## config.mk

```make
export PLATFORM = sky130hd
export DESIGN_NAME = iso286_fit_limits_and_class
export DESIGN_NICKNAME = d
export VERILOG_FILES = /design/src/iso286_pkg.sv /design/src/iso286_fit_limits_and_class.sv
export SDC_FILE = /design/constraint.sdc
export NUM_CORES = 1
export LEC_CHECK = 0
export BUFFER_PORTS_ARGS = -buffer_cell sky130_fd_sc_hd__buf_2
export CAP_MARGIN = 20
export CORE_UTILIZATION = 56
export CTS_BUF_LIST = sky130_fd_sc_hd__clkbuf_4
export DETAILED_ROUTE_END_ITERATION = 8
export PLACE_DENSITY = 0.79
export SYNTH_ARGS = -nofsm -noshare
export SYNTH_HDL_FRONTEND = slang
export SYNTH_SLANG_ARGS = --single-unit
```

## constraint.sdc

```tcl
create_clock -name clk -period 5.07 [get_ports clk]
set_clock_uncertainty 0.05 [all_clocks]
set_input_delay 0.507 -clock clk [delete_from_list [all_inputs] [get_ports clk]]
set_output_delay 0.507 -clock clk [all_outputs]
set_load 0.01 [all_outputs]
```

## src/iso286_pkg.sv

```systemverilog
// Shared types, constants and tables for the ISO 286 limits-and-fits block.
// Holds the size bands, the IT tolerance table and the fundamental deviations.
// No dependencies.
package iso286_pkg;

  localparam int NOM_W  = 20;
  localparam int LET_W  = 4;
  localparam int GRD_W  = 7;
  localparam int BAND_W = 4;
  localparam int COL_W  = 3;
  localparam int IT_W   = 9;
  localparam int FUND_W = 8;
  localparam int DEV_W  = 12;
  localparam int CLR_W  = 13;

  localparam int NUM_TOPS  = 9;
  localparam int NUM_BANDS = 10;
  localparam int NUM_COLS  = 8;

  localparam logic [NOM_W-1:0] NOM_MIN = NOM_W'(200);
  localparam logic [GRD_W-1:0] GRADE_LO = GRD_W'(5);
  localparam logic [GRD_W-1:0] GRADE_HI = GRD_W'(12);
  // IT7 sits in column 2 of the tolerance table.
  localparam logic [COL_W-1:0] COL_DEFAULT = COL_W'(2);

  typedef enum logic [LET_W-1:0] {
    LET_H     = 4'd0,
    LET_G     = 4'd1,
    LET_F     = 4'd2,
    LET_K     = 4'd3,
    LET_N     = 4'd4,
    LET_P     = 4'd5,
    LET_S     = 4'd6,
    LET_J     = 4'd7,
    LET_OTHER = 4'd8
  } letter_t;

  typedef enum logic [1:0] {
    FIT_CLEARANCE    = 2'd0,
    FIT_TRANSITION   = 2'd1,
    FIT_INTERFERENCE = 2'd2
  } fit_kind_t;

  localparam logic [NOM_W-1:0] BAND_TOP [NUM_TOPS] = '{
    20'd3000, 20'd6000, 20'd10000, 20'd18000, 20'd30000,
    20'd50000, 20'd80000, 20'd120000, 20'd180000
  };

  localparam logic [IT_W-1:0] IT_TABLE [NUM_BANDS][NUM_COLS] = '{
    '{9'd4,  9'd6,  9'd10, 9'd14, 9'd25,  9'd40,  9'd60,  9'd100},
    '{9'd5,  9'd8,  9'd12, 9'd18, 9'd30,  9'd48,  9'd75,  9'd120},
    '{9'd6,  9'd9,  9'd15, 9'd22, 9'd36,  9'd58,  9'd90,  9'd150},
    '{9'd8,  9'd11, 9'd18, 9'd27, 9'd43,  9'd70,  9'd110, 9'd180},
    '{9'd9,  9'd13, 9'd21, 9'd33, 9'd52,  9'd84,  9'd130, 9'd210},
    '{9'd11, 9'd16, 9'd25, 9'd39, 9'd62,  9'd100, 9'd160, 9'd250},
    '{9'd13, 9'd19, 9'd30, 9'd46, 9'd74,  9'd120, 9'd190, 9'd300},
    '{9'd15, 9'd22, 9'd35, 9'd54, 9'd87,  9'd140, 9'd220, 9'd350},
    '{9'd18, 9'd25, 9'd40, 9'd63, 9'd100, 9'd160, 9'd250, 9'd400},
    '{9'd20, 9'd29, 9'd46, 9'd72, 9'd115, 9'd185, 9'd290, 9'd460}
  };

  localparam logic signed [FUND_W-1:0] DEV_G [NUM_BANDS] = '{
    -8'sd2, -8'sd4, -8'sd5, -8'sd6, -8'sd7, -8'sd9, -8'sd10, -8'sd12, -8'sd14, -8'sd15
  };
  localparam logic signed [FUND_W-1:0] DEV_F [NUM_BANDS] = '{
    -8'sd6, -8'sd10, -8'sd13, -8'sd16, -8'sd20, -8'sd25, -8'sd30, -8'sd36, -8'sd43, -8'sd50
  };
  localparam logic signed [FUND_W-1:0] DEV_K [NUM_BANDS] = '{
    8'sd0, 8'sd1, 8'sd1, 8'sd1, 8'sd2, 8'sd2, 8'sd2, 8'sd3, 8'sd3, 8'sd4
  };
  localparam logic signed [FUND_W-1:0] DEV_N [NUM_BANDS] = '{
    8'sd4, 8'sd8, 8'sd10, 8'sd12, 8'sd15, 8'sd17, 8'sd20, 8'sd23, 8'sd27, 8'sd31
  };
  localparam logic signed [FUND_W-1:0] DEV_P [NUM_BANDS] = '{
    8'sd6, 8'sd12, 8'sd15, 8'sd18, 8'sd22, 8'sd26, 8'sd32, 8'sd37, 8'sd43, 8'sd50
  };
  localparam logic signed [FUND_W-1:0] DEV_S [NUM_BANDS] = '{
    8'sd14, 8'sd19, 8'sd23, 8'sd28, 8'sd35, 8'sd43, 8'sd53, 8'sd66, 8'sd79, 8'sd92
  };

  // Decoded fit code after the first stage.
  typedef struct packed {
    logic [LET_W-1:0] letter;
    logic [COL_W-1:0] col;
    logic             lc;
  } fit_code_t;

  typedef struct packed {
    logic                     ok;
    logic [BAND_W-1:0]        band;
    fit_code_t                hole;
    fit_code_t                shaft;
  } stage1_t;

  // Table values for one fit code, in micrometres.
  typedef struct packed {
    logic [LET_W-1:0]         letter;
    logic                     lc;
    logic [IT_W-1:0]          it;
    logic signed [FUND_W-1:0] fund;
  } fit_lut_t;

  typedef struct packed {
    logic     ok;
    fit_lut_t hole;
    fit_lut_t shaft;
  } stage2_t;

  typedef struct packed {
    logic signed [DEV_W-1:0] up;
    logic signed [DEV_W-1:0] lo;
  } dev_pair_t;

  typedef struct packed {
    dev_pair_t hole;
    dev_pair_t shaft;
  } stage3_t;

  // Band index is the number of band tops the nominal size exceeds.
  function automatic logic [BAND_W-1:0] band_of(input logic [NOM_W-1:0] um);
    logic [BAND_W-1:0] cnt;
    cnt = '0;
    for (int i = 0; i < NUM_TOPS; i++) begin
      if (um > BAND_TOP[i]) cnt = cnt + BAND_W'(1);
    end
    return cnt;
  endfunction

  function automatic logic [COL_W-1:0] col_of(input logic [GRD_W-1:0] grade);
    logic [GRD_W-1:0] diff;
    diff = grade - GRADE_LO;
    if (grade >= GRADE_LO && grade <= GRADE_HI) return diff[COL_W-1:0];
    return COL_DEFAULT;
  endfunction

  function automatic logic signed [FUND_W-1:0] fund_of(input logic [LET_W-1:0] letter,
                                                       input logic [BAND_W-1:0] band);
    case (letter)
      LET_G:   return DEV_G[band];
      LET_F:   return DEV_F[band];
      LET_K:   return DEV_K[band];
      LET_N:   return DEV_N[band];
      LET_P:   return DEV_P[band];
      LET_S:   return DEV_S[band];
      default: return '0;
    endcase
  endfunction

  // Upper and lower deviations in half micrometres.
  function automatic dev_pair_t devs_of(input fit_lut_t f);
    dev_pair_t               r;
    logic signed [DEV_W-1:0] it1;
    logic signed [DEV_W-1:0] it2;
    logic signed [DEV_W-1:0] fund2;
    it1   = $signed({{(DEV_W-IT_W){1'b0}}, f.it});
    it2   = $signed({{(DEV_W-IT_W-1){1'b0}}, f.it, 1'b0});
    fund2 = $signed({{(DEV_W-FUND_W-1){f.fund[FUND_W-1]}}, f.fund, 1'b0});
    if (f.letter == LET_J) begin
      r.lo = -it1;
      r.up = it1;
    end else if (!f.lc) begin
      // Taken as a hole: only G is shifted, by the size of the g deviation.
      r.lo = (f.letter == LET_G) ? -fund2 : '0;
      r.up = r.lo + it2;
    end else if (f.letter == LET_H || f.letter == LET_G || f.letter == LET_F) begin
      r.up = fund2;
      r.lo = r.up - it2;
    end else begin
      r.lo = fund2;
      r.up = r.lo + it2;
    end
    return r;
  endfunction

endpackage

```

## src/iso286_fit_limits_and_class.sv

```systemverilog
// Top level of the ISO 286 limits-and-fits evaluator: a four-stage pipeline.
// Depends on iso286_pkg for tables, types and helper functions.
//
// Usage:
//   A request on the s_ group carries a nominal size and two parsed fit codes;
//   the m_ group returns one result per request, in order. Both groups use the
//   tvalid/tready handshake.
//   Pipeline: decode (band, grade column, validity), table lookup, deviation
//   forming, then clearances and fit class into the output register.
//   The accepting edge loads the first stage; the request then moves through the
//   lookup, deviation and output registers, and m_tvalid rises with the last.
//   Throughput is one request per cycle while m_tready stays high, since every
//   stage can move on in the same cycle that its successor does.
//   Each stage advances on its own when it is empty or its successor takes
//   its content, so bubbles close up and a stalled receiver fills the pipe
//   before s_tready drops; nothing is lost or repeated while stalled.
//   An invalid request (nominal below 200 um or a non-letter code) returns
//   ok low with every other field zero.
//   Reset clears all stage valid bits; payload registers are not reset.
module iso286_fit_limits_and_class (
  input  logic        clk,
  input  logic        rst,
  input  logic        s_tvalid,
  output logic        s_tready,
  // nominal_um[19:0], hole_letter[23:20], hole_grade[30:24],
  // shaft_letter[34:31], shaft_grade[41:35], zero fill [47:42]
  input  logic [47:0] s_tdata,
  // hole_lowercase[0], shaft_lowercase[1]
  input  logic [1:0]  s_tuser,
  output logic        m_tvalid,
  input  logic        m_tready,
  // hole_upper_dev[11:0], hole_lower_dev[23:12], shaft_upper_dev[35:24],
  // shaft_lower_dev[47:36], min_clearance[60:48], max_clearance[73:61],
  // zero fill [79:74]
  output logic [79:0] m_tdata,
  // ok[0], fit_kind[2:1]
  output logic [2:0]  m_tuser
);
  import iso286_pkg::*;

  logic [NOM_W-1:0] nominal_um;
  logic [LET_W-1:0] hole_letter;
  logic [GRD_W-1:0] hole_grade;
  logic [LET_W-1:0] shaft_letter;
  logic [GRD_W-1:0] shaft_grade;

  logic    v1, v2, v3, v4;
  logic    rdy1, rdy2, rdy3, rdy4;
  stage1_t st1, st1_next;
  stage2_t st2, st2_next;
  stage3_t st3, st3_next;
  logic    ok3;

  logic signed [DEV_W-1:0] hu, hl, su, sl;
  logic signed [CLR_W-1:0] cmin, cmax;
  logic signed [CLR_W-1:0] cmin_next, cmax_next;
  fit_kind_t               kind, kind_next;
  logic                    ok4;

  assign nominal_um   = s_tdata[19:0];
  assign hole_letter  = s_tdata[23:20];
  assign hole_grade   = s_tdata[30:24];
  assign shaft_letter = s_tdata[34:31];
  assign shaft_grade  = s_tdata[41:35];

  // Each stage can load when it is empty or its content moves on.
  assign rdy4     = !v4 || m_tready;
  assign rdy3     = !v3 || rdy4;
  assign rdy2     = !v2 || rdy3;
  assign rdy1     = !v1 || rdy2;
  assign s_tready = rdy1;

  // Stage 1: size band, grade column and validity.
  always_comb begin
    st1_next.ok = (nominal_um >= NOM_MIN) &&
                  (hole_letter <= LET_OTHER) && (shaft_letter <= LET_OTHER);
    st1_next.band         = band_of(nominal_um);
    st1_next.hole.letter  = hole_letter;
    st1_next.hole.col     = col_of(hole_grade);
    st1_next.hole.lc      = s_tuser[0];
    st1_next.shaft.letter = shaft_letter;
    st1_next.shaft.col    = col_of(shaft_grade);
    st1_next.shaft.lc     = s_tuser[1];
  end

  // Stage 2: IT tolerance and fundamental deviation lookups.
  always_comb begin
    st2_next.ok           = st1.ok;
    st2_next.hole.letter  = st1.hole.letter;
    st2_next.hole.lc      = st1.hole.lc;
    st2_next.hole.it      = IT_TABLE[st1.band][st1.hole.col];
    st2_next.hole.fund    = fund_of(st1.hole.letter, st1.band);
    st2_next.shaft.letter = st1.shaft.letter;
    st2_next.shaft.lc     = st1.shaft.lc;
    st2_next.shaft.it     = IT_TABLE[st1.band][st1.shaft.col];
    st2_next.shaft.fund   = fund_of(st1.shaft.letter, st1.band);
  end

  // Stage 3: deviations, forced to zero for an invalid request.
  always_comb begin
    st3_next.hole  = devs_of(st2.hole);
    st3_next.shaft = devs_of(st2.shaft);
    if (!st2.ok) begin
      st3_next = '0;
    end
  end

  // Stage 4: clearances and fit class.
  always_comb begin
    cmin_next = CLR_W'(st3.hole.lo) - CLR_W'(st3.shaft.up);
    cmax_next = CLR_W'(st3.hole.up) - CLR_W'(st3.shaft.lo);
    if (!cmin_next[CLR_W-1]) begin
      kind_next = FIT_CLEARANCE;
    end else if (cmax_next[CLR_W-1] || cmax_next == '0) begin
      kind_next = FIT_INTERFERENCE;
    end else begin
      kind_next = FIT_TRANSITION;
    end
  end

  always_ff @(posedge clk) begin
    if (rst) begin
      v1 <= 1'b0;
      v2 <= 1'b0;
      v3 <= 1'b0;
      v4 <= 1'b0;
    end else begin
      if (rdy1) v1 <= s_tvalid;
      if (rdy2) v2 <= v1;
      if (rdy3) v3 <= v2;
      if (rdy4) v4 <= v3;
    end
  end

  always_ff @(posedge clk) begin
    if (rdy1) st1 <= st1_next;
    if (rdy2) st2 <= st2_next;
    if (rdy3) begin
      st3 <= st3_next;
      ok3 <= st2.ok;
    end
    if (rdy4) begin
      hu   <= st3.hole.up;
      hl   <= st3.hole.lo;
      su   <= st3.shaft.up;
      sl   <= st3.shaft.lo;
      cmin <= cmin_next;
      cmax <= cmax_next;
      kind <= kind_next;
      ok4  <= ok3;
    end
  end

  assign m_tvalid = v4;
  assign m_tdata  = {6'b0, cmax, cmin, sl, su, hl, hu};
  assign m_tuser  = {kind, ok4};

  // An invalid request must come out with every numeric field zero.
  a_invalid_zero: assert property (@(posedge clk) disable iff (rst)
    (m_tvalid && !ok4) |-> (m_tdata == '0 && kind == FIT_CLEARANCE))
    else $error("invalid request produced nonzero result");

  // Every valid fit has its upper deviation strictly above its lower one.
  a_dev_order: assert property (@(posedge clk) disable iff (rst)
    (m_tvalid && ok4) |-> (hu > hl && su > sl))
    else $error("deviation order broken");

  // The class must agree with the sign of the minimum clearance.
  a_kind_sign: assert property (@(posedge clk) disable iff (rst)
    m_tvalid |-> ((kind == FIT_CLEARANCE) == !cmin[CLR_W-1]))
    else $error("fit class disagrees with minimum clearance");

  // The input side can only be held off when a result is waiting.
  a_backpressure: assert property (@(posedge clk) disable iff (rst)
    !s_tready |-> (m_tvalid && !m_tready))
    else $error("input stalled with output free");

endmodule

```

==> metrics.log <==
INFO  metric path_cells = buf_2 -> or4_4 -> or3_4 -> a2111oi_4 -> a41oi_2 -> ha_1 -> xnor2_4 -> ha_1 -> nor2_1 -> nor3_1 -> o31ai_2 -> ha_1 -> nand2b_1 -> a21oi_1 -> a221o_1 -> ha_1 -> nand3_1 -> or2_4 -> mux2i_1 -> a311oi_2 -> xor2_1
INFO  metric gr-total-overflow = 0
INFO  metric timing.critical_path.slowest_stage_cell = or4_4
INFO  metric critical_path_peak_fanout = 3
INFO  metric timing_worst_slew_pin_value = 1050 ps
INFO  metric min_period = 4810 ps
INFO  metric final_layout_size_suffix_gt1_frac = 0.139
INFO  metric rsz0062_at_grt = no
INFO  metric post_detailed_route_wirelength_per_cell = 18.3 um
INFO  metric dpl.hpwl = 28,900 um
INFO  metric powerDensity = 337 nW/um^2
INFO  metric post_cts_hold_fix_bufs = 0
INFO  metric critical_path_buf_inv_count = 1
INFO  metric post-route-util = 0.628
INFO  metric fp.dieArea = 26,500 sq um
INFO  metric r2r-start = st2[21]$_DFFE_PP_
INFO  metric rrSetupSlack = roughly 1400 ps
INFO  metric syn_to_final_growth = 9.44%
INFO  metric worst_path_required = 5350 ps
INFO  metric grt_first_pass_wirelength = 59,500 um
INFO  metric tcrit_tclk_final = 0.949
INFO  metric outcome = finished, final reports clean
INFO  metric endpoint_kind = flip-flop
INFO  metric synth.yosys.seq_area_share = 0.393
INFO  metric timing.final.setup_violations = 0
INFO  metric yosys_most_used_dff = edfxtp_1
INFO  metric slowest_stage_delay_cp = 530 ps
INFO  metric finalWeightedCongestion = slightly below 1
INFO  metric synthCells = 1,616
INFO  metric io_pins = 139
INFO  metric initial_utilization = 0.574
INFO  metric timing_hold_violations_final = 0
INFO  metric post-place-ws = -349 ps
INFO  metric maximum_number_of_pins_on_one_net_before_global_route_repair = 75
INFO  metric max_clock_freq = around 210 MHz
INFO  metric instances_no_fill = 2,060
INFO  metric wl = between 30,000 and 40,000 um
INFO  metric clock_insertion_delay_worst_skew = 580 ps
INFO  metric worstHoldPathCells = 1
INFO  metric synthesis.area_per_instance = 8.97 sq um
INFO  metric ys_async_sr_fraction = 0
INFO  metric min_delay_worst_endpoint = st1[4]$_DFFE_PP_
INFO  metric crit_path_arrival_time = 5090 ps
INFO  metric placed_cells = around 2,000
INFO  metric critical_path_start_end_classification = primary input to flip-flop
INFO  metric io_buffer_count = 126
INFO  metric cts-buffers-inserted = 17
INFO  metric min-delay-path-class = primary input to flip-flop
INFO  metric fin_hold_ws = 69.3 ps
INFO  metric peakVddDrop = 0.239 mV
INFO  metric path_clk_slew = between 150 and 200 ps
INFO  metric cts.sinks = 191
INFO  metric ys_seq_elements = roughly 190
INFO  metric cts_root_buffer = clkbuf_4
INFO  metric vias = 12,400
INFO  metric fp.coreArea = 25,300 sq um
INFO  metric detail_route.iter0.violations = 1,298
INFO  metric power_leakage = 0.00671 uW
INFO  metric gr-usage-all-layers = 0.288
INFO  metric cells_on_worst_reg2reg_path = 17
INFO  metric maxSlewViolCount = 0
INFO  metric worst_r2r_endpoint = st3[23]$_SDFFCE_PP0P_
INFO  metric cp_top_family = simple AND/OR/NAND/NOR gates
INFO  metric cts_resized = 0
INFO  metric clockBufferDepth = 2
INFO  metric netlist_area = 14,500 sq um
INFO  metric antenna_viol_nets_final = 0
INFO  metric horizontal_die_dimension = 163 um
INFO  metric yosysWarnings = 0
INFO  metric holdCritStartpoint = s_tdata[31]
INFO  metric tritoncts = done
INFO  metric post_cts_buffers = 0
INFO  metric std_cell_rows = 58
INFO  metric post_drt_via_cell_ratio = 6.02
INFO  metric timing.setup.tns = 0 ps
INFO  metric die_height = 163 um
INFO  metric detailedRoute.firstPassIterationCount = 5
INFO  metric synth.lib_cells_used.distinct = 78
INFO  metric grt_pass1_vias = 11,500
INFO  metric synth_edf_count = 187
INFO  metric htree_num_levels = 4
INFO  metric startpoint_type = primary input
INFO  metric final_nets = 1,882
INFO  metric remaining_design_rule_violation_count = 0
INFO  metric drv.max_cap_violation_count = 0
INFO  metric cpMostUsedCell = ha_1
INFO  metric antenna_found_initial = 1
INFO  metric slew-limit-headroom = 0.295
INFO  metric post_route_setup_slack = 260 ps
-- layout by cell type, fill, tap and decap left out, types with 27 or more instances in the layout --
cell,count
edfxtp_1,187
nor2_1,167
nand2_1,161
a21oi_1,132
o21ai_0,131
buf_2,126
inv_1,112
ha_1,103
xnor2_1,65
buf_4,38
nor3_1,37
nor2b_1,35
nand2b_1,29
a211oi_1,27
-- logic make-up after synthesis --
kind of cell    count (synthesis)  share of synthesized area
simple gates                  539                      0.175
compound gates                455                      0.195
buf+inv                       204                     0.0554
flops                         191                      0.393
fa+ha+maj                     112                      0.101
xor+xnor                       86                     0.0530
mux                            28                     0.0274
other cells                     1                   0.000259
-- stage by stage --
stage / power, uW / area (sq um)
after floorplan: 3780 / 14600
after global placement: 4400 / 15500
after detailed placement: 4460 / 15500
after CTS: 5320 / 15800
after global routing: 5660 / 15900
final: 5340 / 15900
-- state kept, by name (all words and copies together) (netlist names) --
| signal | flops |
|---|---|
| ok4 | 1 |
| v2 | 1 |
| cmax | 12 |
| v1 | 1 |
| st2 | 45 |
| st3 | 46 |
| su | 12 |
| cmin | 13 |
| sl | 11 |
| hl | 11 |
| m_tvalid | 1 |
| v3 | 1 |
| hu | 12 |
| ok3 | 1 |
| st1 | 21 |
| kind | 2 |
-- layout make-up --
| type | count | area (sq um) |
|---|---|---|
| Timing Repair Buffer | 165 | 930 |
| Clock buffer | 18 | 135 |
| Antenna cell | 1 | 2.50 |
| Fill cell | 2140 | 9390 |
| Inverter | 115 | 432 |
| Tap cell | 330 | 413 |
| Multi-Input combinational cell | 1226 | 8090 |
| Sequential cell | 191 | 5700 |
| Clock inverter | 14 | 168 |
-- Yosys cell counts, drive strengths merged (18+ instances only) --
library cell / n / area, sq um
edfxtp: 187 / 5620
nor2: 168 / 633
nand2: 162 / 608
a21oi: 132 / 661
o21ai: 132 / 661
inv: 113 / 424
ha: 104 / 1300
clkbuf: 73 / 274
xnor2: 67 / 594
nor3: 38 / 190
nor2b: 35 / 219
a211oi: 30 / 243
nand2b: 29 / 181
nand3: 19 / 95.1
xor2: 19 / 174
a21o: 18 / 135
o211ai: 18 / 140
-- how the worst max path moves through the flow --
stage / start / endpoint / slack (ps) / cells after the start
finish: s_tdata[17] / st1[19]$_DFFE_PP_ / 260 / 21
global route: s_tdata[0] / st1[19]$_DFFE_PP_ / 60 / 23
CTS: s_tdata[0] / st1[19]$_DFFE_PP_ / 260 / 23
detailed placement: s_tdata[0] / st1[19]$_DFFE_PP_ / -350 / 23
global placement: s_tdata[0] / st1[19]$_DFFE_PP_ / -150 / 23
floorplan: s_tdata[17] / st1[17]$_DFFE_PP_ / -20 / 19
-- layer usage --
metal	part of all wire	GRT usage	vias to the layer above
met2	0.49	0.492	507
met1	0.41	0.369	5798
li1	-	-	6001
met3	0.060	0.0334	94
met5	0	0	-
met4	0.040	0.120	0
-- report_power, final --
part	internal [uW]	switching, uW
Sequential	2020	218
Combinational	881	1350
Clock	277	590
Total	3180	2160
Power figures use the tool's default switching activity.
